## src/hdl/lett_pkg.sv

```systemverilog
`timescale 1ns / 1ps

package lett_pkg;

  localparam int ENTRIES    = 16;
  localparam int INPUT_BITS = 16;
  localparam int STATE_BITS = 8;
  localparam int TAG_BITS   = 8;
  localparam int IDX_W      = $clog2(ENTRIES);
  localparam int CNT_W      = $clog2(ENTRIES + 1);

  // operation codes
  localparam logic [1:0] KIND_READ   = 2'd0;
  localparam logic [1:0] KIND_LEARN  = 2'd1;
  localparam logic [1:0] KIND_REMOVE = 2'd2;
  localparam logic [1:0] KIND_CLEAR  = 2'd3;

  // status codes
  localparam logic [1:0] STAT_NONE    = 2'd0;
  localparam logic [1:0] STAT_EXISTS  = 2'd1;
  localparam logic [1:0] STAT_DONE    = 2'd1;
  localparam logic [1:0] STAT_CREATED = 2'd2;
  localparam logic [1:0] STAT_FULL    = 2'd3;

  // search token passed from cell to cell
  typedef struct packed {
    logic                  valid;
    logic [INPUT_BITS-1:0] change;
    logic [INPUT_BITS-1:0] levels;
    logic [STATE_BITS-1:0] from_st;
    logic                  hit;
    logic [IDX_W-1:0]      hit_idx;
    logic [STATE_BITS-1:0] hit_to;
    logic                  free;
    logic [IDX_W-1:0]      free_idx;
    logic [CNT_W-1:0]      count;
  } tok_t;

  // update broadcast from the control logic to every cell
  typedef struct packed {
    logic                  learn_wr;
    logic                  remove_wr;
    logic                  clear_all;
    logic [IDX_W-1:0]      idx;
    logic [TAG_BITS-1:0]   tag;
    logic [INPUT_BITS-1:0] change;
    logic [INPUT_BITS-1:0] levels;
    logic [STATE_BITS-1:0] from_st;
    logic [STATE_BITS-1:0] to_st;
  } wr_t;

endpackage

```

## src/hdl/lett_cell.sv

```systemverilog
`timescale 1ns / 1ps

module lett_cell import lett_pkg::*; (
  input  logic                clk,
  input  logic                rst,
  input  logic [TAG_BITS-1:0] page_id,
  input  logic [IDX_W-1:0]    cell_index,
  input  tok_t                tok_in,
  input  wr_t                 wr,
  output tok_t                tok_out
);

  logic [TAG_BITS-1:0]   tag;
  logic [INPUT_BITS-1:0] levels;
  logic [INPUT_BITS-1:0] change_mask;
  logic [STATE_BITS-1:0] from_st;
  logic [STATE_BITS-1:0] to_st;
  logic                  match;
  tok_t                  tok_next;

  // compare this entry against the passing token
  assign match = (page_id != '0) && (tag == page_id) && (levels == tok_in.levels) &&
                 (change_mask == tok_in.change) && (from_st == tok_in.from_st);

  always_comb begin
    tok_next = tok_in;
    if (tag != '0) begin
      tok_next.count = tok_in.count + CNT_W'(1);
    end
    if (match && !tok_in.hit) begin
      tok_next.hit     = 1'b1;
      tok_next.hit_idx = cell_index;
      tok_next.hit_to  = to_st;
    end
    if ((tag == '0) && !tok_in.free) begin
      tok_next.free     = 1'b1;
      tok_next.free_idx = cell_index;
    end
  end

  // hand the token to the next cell
  always_ff @(posedge clk) begin
    if (rst) begin
      tok_out <= '0;
    end else begin
      tok_out <= tok_next;
    end
  end

  // entry tag, cleared at reset
  always_ff @(posedge clk) begin
    if (rst) begin
      tag <= '0;
    end else if (wr.clear_all) begin
      tag <= '0;
    end else if (wr.remove_wr && (wr.idx == cell_index)) begin
      tag <= '0;
    end else if (wr.learn_wr && (wr.idx == cell_index)) begin
      tag <= wr.tag;
    end
  end

  // entry payload
  always_ff @(posedge clk) begin
    if (wr.learn_wr && (wr.idx == cell_index)) begin
      levels      <= wr.levels;
      change_mask <= wr.change;
      from_st     <= wr.from_st;
      to_st       <= wr.to_st;
    end
  end

endmodule

```

## src/hdl/learnable_edge_transition_table_core.sv

```systemverilog
`timescale 1ns / 1ps
// Learnable transition table driven by changes on a contact word.
// Item channel: kind, input_word, match_state and next_state are taken at
// a clock edge with start high and busy low. kind selects read, learn,
// remove or clear all.
// Result channel: done pulses for one cycle with status, present_state and
// occupied_count; there is no back pressure, the result must be taken then.
// Configuration: cfg_data is written to the page register when cfg_valid
// and cfg_ready are high; cfg_ready is high whenever the block is idle.
// Sequence: done rises once the search token has passed the launch register,
// the row of 16 entry cells, one cell per cycle, and the result registers;
// busy is low in the done cycle, so a new item can be started there; no new
// item is taken while busy is high, so items do not overlap.
// Reset: all entries empty, last input and present state zero, page 1.

module learnable_edge_transition_table_core import lett_pkg::*; (
  input  logic                  clk,
  input  logic                  rst,
  input  logic                  start,
  output logic                  busy,
  input  logic [1:0]            kind,
  input  logic [INPUT_BITS-1:0] input_word,
  input  logic [STATE_BITS-1:0] match_state,
  input  logic [STATE_BITS-1:0] next_state,
  output logic                  done,
  output logic [1:0]            status,
  output logic [STATE_BITS-1:0] present_state,
  output logic [CNT_W-1:0]      occupied_count,
  input  logic                  cfg_valid,
  output logic                  cfg_ready,
  input  logic [TAG_BITS-1:0]   cfg_data
);

  localparam logic ST_IDLE = 1'b0;
  localparam logic ST_SCAN = 1'b1;

  logic                  state;
  logic [TAG_BITS-1:0]   page_id;
  logic [INPUT_BITS-1:0] last_input;
  logic [1:0]            op_kind;
  logic [INPUT_BITS-1:0] op_word;
  logic [STATE_BITS-1:0] op_next;
  tok_t                  head_tok;
  tok_t                  head_next;
  tok_t                  chain [ENTRIES];
  tok_t                  tail;
  wr_t                   wr;
  logic                  accept;
  logic [INPUT_BITS-1:0] in_change;
  logic                  has_change;
  logic [1:0]            status_next;
  logic [STATE_BITS-1:0] state_next;
  logic [CNT_W-1:0]      count_next;

  assign accept     = start && !busy;
  assign busy       = (state == ST_SCAN);
  assign cfg_ready  = !busy;
  assign in_change  = last_input ^ input_word;
  assign tail       = chain[ENTRIES-1];
  assign has_change = (tail.change != '0);

  // page register
  always_ff @(posedge clk) begin
    if (rst) begin
      page_id <= TAG_BITS'(1);
    end else if (cfg_valid && cfg_ready) begin
      page_id <= cfg_data;
    end
  end

  // search token built from the incoming item
  always_comb begin
    head_next         = '0;
    head_next.valid   = accept;
    head_next.change  = in_change;
    head_next.levels  = in_change & input_word;
    head_next.from_st = match_state;
  end

  // launch the search token into the first cell
  always_ff @(posedge clk) begin
    if (rst) begin
      head_tok <= '0;
    end else begin
      head_tok <= head_next;
    end
  end

  // item fields kept for write-back
  always_ff @(posedge clk) begin
    if (accept) begin
      op_kind <= kind;
      op_word <= input_word;
      op_next <= next_state;
    end
  end

  // row of entry cells
  genvar gi;
  generate
    for (gi = 0; gi < ENTRIES; gi++) begin : g_cell
      lett_cell u_cell (
        .clk        (clk),
        .rst        (rst),
        .page_id    (page_id),
        .cell_index (IDX_W'(gi)),
        .tok_in     ((gi == 0) ? head_tok : chain[(gi == 0) ? 0 : gi - 1]),
        .wr         (wr),
        .tok_out    (chain[gi])
      );
    end
  endgenerate

  // decide the outcome when the token leaves the last cell
  always_comb begin
    wr          = '0;
    wr.tag      = page_id;
    wr.change   = tail.change;
    wr.levels   = tail.levels;
    wr.from_st  = tail.from_st;
    wr.to_st    = op_next;
    status_next = STAT_NONE;
    state_next  = present_state;
    count_next  = tail.count;
    case (op_kind)
      KIND_READ: begin
        if (has_change && tail.hit) begin
          state_next = tail.hit_to;
        end
      end
      KIND_LEARN: begin
        if (has_change) begin
          if (tail.hit) begin
            status_next = STAT_EXISTS;
          end else if ((page_id != '0) && tail.free) begin
            status_next = STAT_CREATED;
            wr.learn_wr = tail.valid;
            wr.idx      = tail.free_idx;
            count_next  = tail.count + CNT_W'(1);
          end else begin
            status_next = STAT_FULL;
          end
        end
      end
      KIND_REMOVE: begin
        if (has_change && tail.hit) begin
          status_next  = STAT_DONE;
          wr.remove_wr = tail.valid;
          wr.idx       = tail.hit_idx;
          count_next   = tail.count - CNT_W'(1);
        end
      end
      default: begin
        wr.clear_all = tail.valid;
        status_next  = (tail.count != '0) ? STAT_DONE : STAT_NONE;
        count_next   = '0;
      end
    endcase
  end

  // sequencing, remembered input and result transaction
  always_ff @(posedge clk) begin
    if (rst) begin
      state          <= ST_IDLE;
      done           <= 1'b0;
      last_input     <= '0;
      present_state  <= '0;
      status         <= STAT_NONE;
      occupied_count <= '0;
    end else begin
      done <= 1'b0;
      case (state)
        ST_IDLE: begin
          if (accept) begin
            state <= ST_SCAN;
          end
        end
        ST_SCAN: begin
          if (tail.valid) begin
            state          <= ST_IDLE;
            done           <= 1'b1;
            status         <= status_next;
            present_state  <= state_next;
            occupied_count <= count_next;
            if ((op_kind == KIND_LEARN) ||
                ((op_kind != KIND_CLEAR) && has_change)) begin
              last_input <= op_word;
            end
          end
        end
        default: begin
          state <= ST_IDLE;
        end
      endcase
    end
  end

endmodule
```

## config.mk

```make
export PLATFORM = sky130hd
export DESIGN_NAME = learnable_edge_transition_table_core
export DESIGN_NICKNAME = d
export VERILOG_FILES = /design/src/hdl/lett_pkg.sv /design/src/hdl/lett_cell.sv /design/src/hdl/learnable_edge_transition_table_core.sv
export SDC_FILE = /design/constraint.sdc
export NUM_CORES = 2
export LEC_CHECK = 0
export ABC_AREA = 1
export ABC_CLOCK_PERIOD_IN_PS = 4400
export BUFFER_PORTS_ARGS = -buffer_cell sky130_fd_sc_hd__clkbuf_2
export CORE_ASPECT_RATIO = 1.25
export CORE_MARGIN = 8
export CORE_UTILIZATION = 34
export DETAILED_ROUTE_END_ITERATION = 16
export HOLD_SLACK_MARGIN = 0.05
export MAX_ROUTING_LAYER = met4
export SYNTH_ARGS = -nofsm -noshare
export SYNTH_HDL_FRONTEND = slang
export SYNTH_SLANG_ARGS = --single-unit
```

## constraint.sdc

```tcl
create_clock -name clk -period 4.4 [get_ports clk]
set_input_delay 0.66 -clock clk [delete_from_list [all_inputs] [get_ports clk]]
set_output_delay 0.66 -clock clk [all_outputs]
set_load 0.03 [all_outputs]
```

Yosys cells after proc, flatten, opt, wreduce, memory -nomap -nowiden
Index checks and enable logic that the tools add are counted.
Widths: inputs -> output; s select.
{"block": "word_totals", "reg_bits": 2051, "output_inout_bits": 18}
{"block": "op_classes", "n_mux": 75, "eq_ne": 82, "bitwise_logic": 3, "reduce_logical": 255, "addsub": 18}
{"operator": "$eq 16x16->1", "count": 32}
{"operator": "$eq 8x8->1", "count": 32}
{"operator": "$mux 13", "count": 16}
{"operator": "$mux 5", "count": 36}
{"operator": "$reduce_bool 8->1", "count": 17}
{"operator": "$logic_and 1x1->1", "count": 133}
{"operator": "$logic_not 8->1", "count": 16}
{"operator": "$add 5x1->5 const B", "count": 17}
{"operator": "$reduce_or 2->1", "count": 31}
{"operator": "$reduce_or 3->1", "count": 17}
{"operator": "$logic_not 1->1", "count": 33}
{"operator": "$eq 4x4->1 const B", "count": 8}
{"operator": "$and 16x16->16", "count": 1}
{"operator": "$eq 4x3->1 const B", "count": 4}
{"operator": "$mux 4", "count": 4}
{"operator": "$reduce_bool 16->1", "count": 1}
{"operator": "$xor 16x16->16", "count": 1}
{"operator": "$pmux 5 s3", "count": 1}
{"operator": "$mux 1", "count": 13}
{"operator": "$eq 4x2->1 const B", "count": 2}
{"operator": "$pmux 4 s2", "count": 1}
{"operator": "$pmux 2 s3", "count": 1}
{"operator": "$reduce_bool 5->1", "count": 1}
{"operator": "$sub 5x1->5 const B", "count": 1}
{"operator": "13 further kinds", "count": 14}

Logic depth before layout (Yosys ltp)
{"block": "logic_depth", "depth_word": 9, "mapped_depth": 15, "ltp_nobuf": 13}

Modules after synthesis
Synthesis repeated with hierarchy kept, for this count alone.
{"block": "unflattened", "hier_cells": 9401, "area_unflattened_um2": 80961.4}
{"module": "lett_cell", "instances": 16, "area_per_inst_um2": 4800.9, "cells_each": 559}
{"module": "learnable_edge_transition_table_core", "instances": 1, "area_per_inst_um2": 4147.7, "cells_each": 457}

Least setup slack after synthesis
OpenSTA, ideal clock, no wires.
{"block": "synth_timing", "path_type": "flip-flop to flip-flop", "start": "reg g_cell[15].u_cell.tok_out[47] in the netlist's numbering", "end": "reg g_cell[14].u_cell.change_mask[0] (enable)", "setup_slack_ns": 1.286, "setup_time_ns": 0.402, "path_buffers": 2, "stages_incl_launch_ff": 13, "arrival_ns": 2.712, "required_ns": 3.998, "cell_sequence": "dfxtp_1 nor2_1 nand2_1 nor2_1 nand2_2 buf_4 nand4_1 nand2_2 nand2_2 nor2_2 buf_4 nand3_2 inv_1"}
{"block": "synth_between", "elab_chain_len": 6, "word_cells_on_any_way": 9, "classes_between": "1 x eq/ne; 5 x mux; 3 x reduce/logical"}
{"item": "from (decl)", "line_no": "lett_cell.sv:10", "rtl": "output tok_t tok_out"}
{"item": "from (signal assigned)", "line_no": "lett_cell.sv:46", "rtl": "tok_out <= tok_next;"}
{"item": "$reduce_bool 16->1 *", "line_no": "learnable_edge_transition_table_core.sv:60", "rtl": "assign has_change = (tail.change != '0);"}
{"item": "$logic_and 1x1->1", "line_no": "learnable_edge_transition_table_core.sv:146", "rtl": "if (has_change && tail.hit) begin"}
{"item": "$mux 4", "line_no": "learnable_edge_transition_table_core.sv:146"}
{"item": "$pmux 4 s2", "line_no": "learnable_edge_transition_table_core.sv:125", "rtl": "case (op_kind)"}
{"item": "$eq 4x4->1", "line_no": "lett_cell.sv:65", "rtl": "if (wr.learn_wr && (wr.idx == cell_index)) begin"}
{"item": "$logic_and 1x1->1 *", "line_no": "lett_cell.sv:65"}
{"item": "to (signal assigned)", "line_no": "lett_cell.sv:67", "rtl": "change_mask <= wr.change;"}
{"item": "to (decl)", "line_no": "lett_cell.sv:15", "rtl": "logic [INPUT_BITS-1:0] change_mask;"}
Mark *: on every way between the ends. The rest lies on a longest branch, timed or not.
A chain may end at the register's enable or synchronous reset.

Worst setup path in the final report
{"block": "layout_timing", "start": "reg g_cell[15].u_cell.tok_out[55] in the netlist's numbering", "end": "reg g_cell[8].u_cell.from_st[0] (enable)"}
{"block": "layout_between", "elab_chain_len": 6, "word_cells_on_any_way": 9, "classes_between": "1 x eq/ne; 5 x mux; 3 x reduce/logical"}
{"item": "$reduce_bool 16->1 *", "line_no": "learnable_edge_transition_table_core.sv:60"}
{"item": "$logic_and 1x1->1", "line_no": "learnable_edge_transition_table_core.sv:146"}
{"item": "$mux 4", "line_no": "learnable_edge_transition_table_core.sv:146"}
{"item": "$pmux 4 s2", "line_no": "learnable_edge_transition_table_core.sv:125"}
{"item": "$eq 4x4->1", "line_no": "lett_cell.sv:65"}
{"item": "$logic_and 1x1->1 *", "line_no": "lett_cell.sv:65"}
{"item": "to (signal assigned)", "line_no": "lett_cell.sv:68", "rtl": "from_st <= wr.from_st;"}
{"item": "to (decl)", "line_no": "lett_cell.sv:16", "rtl": "logic [STATE_BITS-1:0] from_st;"}
Marks and branches as above.

==> run summary <==
synthesized area per cell: 10.5 um2
FF-to-FF path depth: 13
crit-path max cell delay: 420 ps
outcome: completed
die height: 532 um
Syn Std Cell Area: 72600 um2
total global routing track utilization: 15.2%
DRT Pass-1 Iters: 5
RSZ-0062 raised after global routing: no
Syn-to-layout area delta: 13.7%
worst reg2reg setup slack: 930 ps
GP Congestion: 0.909
top_reg_cell synth: dfxtp_1
fin crit share: 78.9%
HP Start: cfg_data[0]
PD cells: 433 nW/um2
CP max stage cell: nor2_4
first-pass GRT wire length: 264 mm
die area: 229000 um2
cell taking the most area after synthesis: dfxtp_1
post-synth top area share: 32.9%
CTS sink cnt: 1988
#FFs+latches synth: 1988
Gate Count Post-Synth: 6880
Core Region: 212000 um2
Worst R2R Start: g_cell[15].u_cell.tok_out[55]$_SDFF_PP0_
syn_nets: 6963
Overall Power: 35700 uW
WHS Path Cells: 3
detailed-route DRC error count: 0
number of global-route vias before repair: 45400
Skew-Pair Late Insertion Delay: 840 ps
nets: 7112
DR WL/cell: 17.5 um
Iteration-0 DRC Markers: 3313
clk buf depth: 3
Setup crit end kind: register
setup ws final: 927 ps
Seq pwr share: 53.9%
post-route insts no fill: 9956
slew margin rel.: 24.7%
Hold Slack: 147 ps
WP data arrival: 3960 ps
Comb pwr share: 2.2%
post-layout minimum cycle time: 3470 ps
Final Skew: 42.8 ps
H-tree depth: 4
leading post-synthesis cells by cell area: dfxtp_1, edfxtp_1, nor2_1
fraction of registers with async set/reset: 0%
DRT Wirelength: 175 mm
via count: 46000
filler cell count: 20500
commonest cells after routing, fill and taps aside: dfxtp_1, nor2_1, inv_1
fmax: 0.288 GHz
Starting Density: 34.2%
number of enable flip-flop cells after synthesis: 794
CTS tree: done
NetSw: 7570 uW
CP required: 4880 ps
Setup crit start kind: register
Max Cap Viol: 0
clock buffer count from CTS: 180
critical path, cell by cell: buf_4 -> nor2_1 -> nand2_1 -> nor2_1 -> nand2_2 -> nand4_1 -> nand2_2 -> nand2_4 -> nor2_4 -> buf_4 -> nand3_4 -> inv_2 -> buf_12
placed insts: 9584
post-synth cell types: 52
share of cells above drive strength 1: 8.35%
leakage power: 0.0298 uW
most common cell after layout, fill and taps aside: dfxtp_1
# port buffers: 63
Row Count: 189
Root Buffer: clkbuf_16
Yosys warnings: 0
CP Class: reg2reg
Slew Viols, Final: 0
antenna viol nets, final: 0
FF-to-FF End: g_cell[8].u_cell.from_st[0]$_DFFE_PP_
Sequential Area: 47800 um2
initial antenna violation count: 3
largest net degree at the start of global routing: 153
worst vdd rail ir drop: 0.445 mV
# setup viols final: 0
clock group share of total power: 43.8%
Fin Setup TNS: 0 ps
Die W: 429 um
total congestion overflow: 0
number of setup buffers added after CTS: 0
final hold vios: 0
area of the multi-input gates: 19800 um2
HP Class: in2reg
Worst Tran Pin Value: 1130 ps
Reg clk slew, reported paths: 60 ps
via/cell ratio: 4.62
P_int: 28100 uW
sw frac: 21.2%
Setup WS pre-CTS: 979 ps
I/O pin total: 64
DP Wirelength: 123 mm
hold endpoint: page_id[0]$_SDFFE_PP1P_
Seq/Total Area, Yosys: 65.8%
crit-path max FO: 40
[synthesized netlist by cell type, types with 11 or more instances]
master	n
xor2_1	240
a31oi_1	11
o21ai_0	188
xnor2_1	399
o21a_1	18
nand3_1	191
clkbuf_1	130
buf_6	25
edfxtp_1	794
dfxtp_1	1194
nor4_1	26
nand4_1	237
nand2_2	26
nand3_2	11
buf_2	45
and3_1	13
nor3_1	116
nor2_1	1121
a21oi_1	291
nor3b_1	19
nand2_1	542
inv_1	1035
or2_2	72
ha_1	37
[cell families after synthesis]
group | share of synthesized area, %
and+or+nand+nor | 15.1
DFF | 65.8
buffers and inverters | 6.90
xor gates and xnor gates | 7.71
AOI/OAI and AO/OA | 3.87
adders and majority gates | 0.638
[power by group through the flow]
stage | clock (uW) | combinational, uW | sequential, uW
4_1_cts | 16000 | 794 | 19200
3_3_place_gp | 0 | 760 | 19600
5_1_grt | 16700 | 864 | 19200
3_5_place_dp | 0 | 766 | 19600
2_1_floorplan | 0 | 519 | 19600
6_report | 15600 | 795 | 19200
[worst max-delay path by stage]
stage | start | end | slack, ps
floorplan | g_cell[15].u_cell.tok_out[47]$_SDFF_PP0_ | g_cell[14].u_cell.change_mask[0]$_DFFE_PP_ | 1290
global placement | g_cell[15].u_cell.tok_out[55]$_SDFF_PP0_ | g_cell[8].u_cell.change_mask[10]$_DFFE_PP_ | 1050
detailed placement | g_cell[15].u_cell.tok_out[55]$_SDFF_PP0_ | g_cell[8].u_cell.from_st[7]$_DFFE_PP_ | 980
CTS | g_cell[15].u_cell.tok_out[55]$_SDFF_PP0_ | g_cell[8].u_cell.change_mask[15]$_DFFE_PP_ | 960
global route | g_cell[15].u_cell.tok_out[55]$_SDFF_PP0_ | g_cell[15].u_cell.change_mask[12]$_DFFE_PP_ | 640
finish | g_cell[15].u_cell.tok_out[55]$_SDFF_PP0_ | g_cell[8].u_cell.from_st[0]$_DFFE_PP_ | 930
[stage by stage]
stage | cell area [um2] | util, %
2_1_floorplan | 72600 | -
3_3_place_gp | 76200 | 35.9
3_5_place_dp | 76200 | 35.9
4_1_cts | 82500 | 38.9
5_1_grt | 82500 | 38.9
6_report | 82500 | 38.9
[cell type report]
class	count	share of cell area, %
sequential	1988	57.9
antenna	2	0.00607
clock inverter	70	0.857
tap	2769	4.20
multi-input combinational	3635	24.0
timing repair buffer	180	1.86
inverter	1044	4.76
clock buffer	268	6.37
[timing repair]
action | 4_1_cts | 5_1_grt
gates resized for setup | 0 | 0
hold buffers | 32 | 0
hold endpoints to repair | 33 | 0
[registers in the layout (all words and copies together), names as in the netlist, 5 cells and up]
name and cells:
occupied_count 5, g_cell.u_cell.from_st 128, g_cell.u_cell.tag 128, g_cell.u_cell.tok_out 984, last_input 16, page_id 8, g_cell.u_cell.to_st 128, g_cell.u_cell.levels 256
head_tok 41, op_word 16, op_next 8, g_cell.u_cell.change_mask 256, present_state 8
[routing by layer]
metal | track usage (%) | part of all wire [%] | wire, um | vias up
met1 | 17.6 | 41 | 71200 | 22300
met2 | 26.1 | 50 | 87600 | 1102
met4 | 5.51 | 3.5 | 6160 | 0
met3 | 2.97 | 5.6 | 9720 | 324
li1 | - | - | - | 22300
met5 | - | 0 | 0 | -
[worst max-delay path, delay by kind of cell (launching register included)]
family	cells	cell delay, ps
buffers and inverters	4	1120
DFF	1	310
and+or+nand+nor	9	1660
No activity file was read; power rests on OpenSTA's default activity.
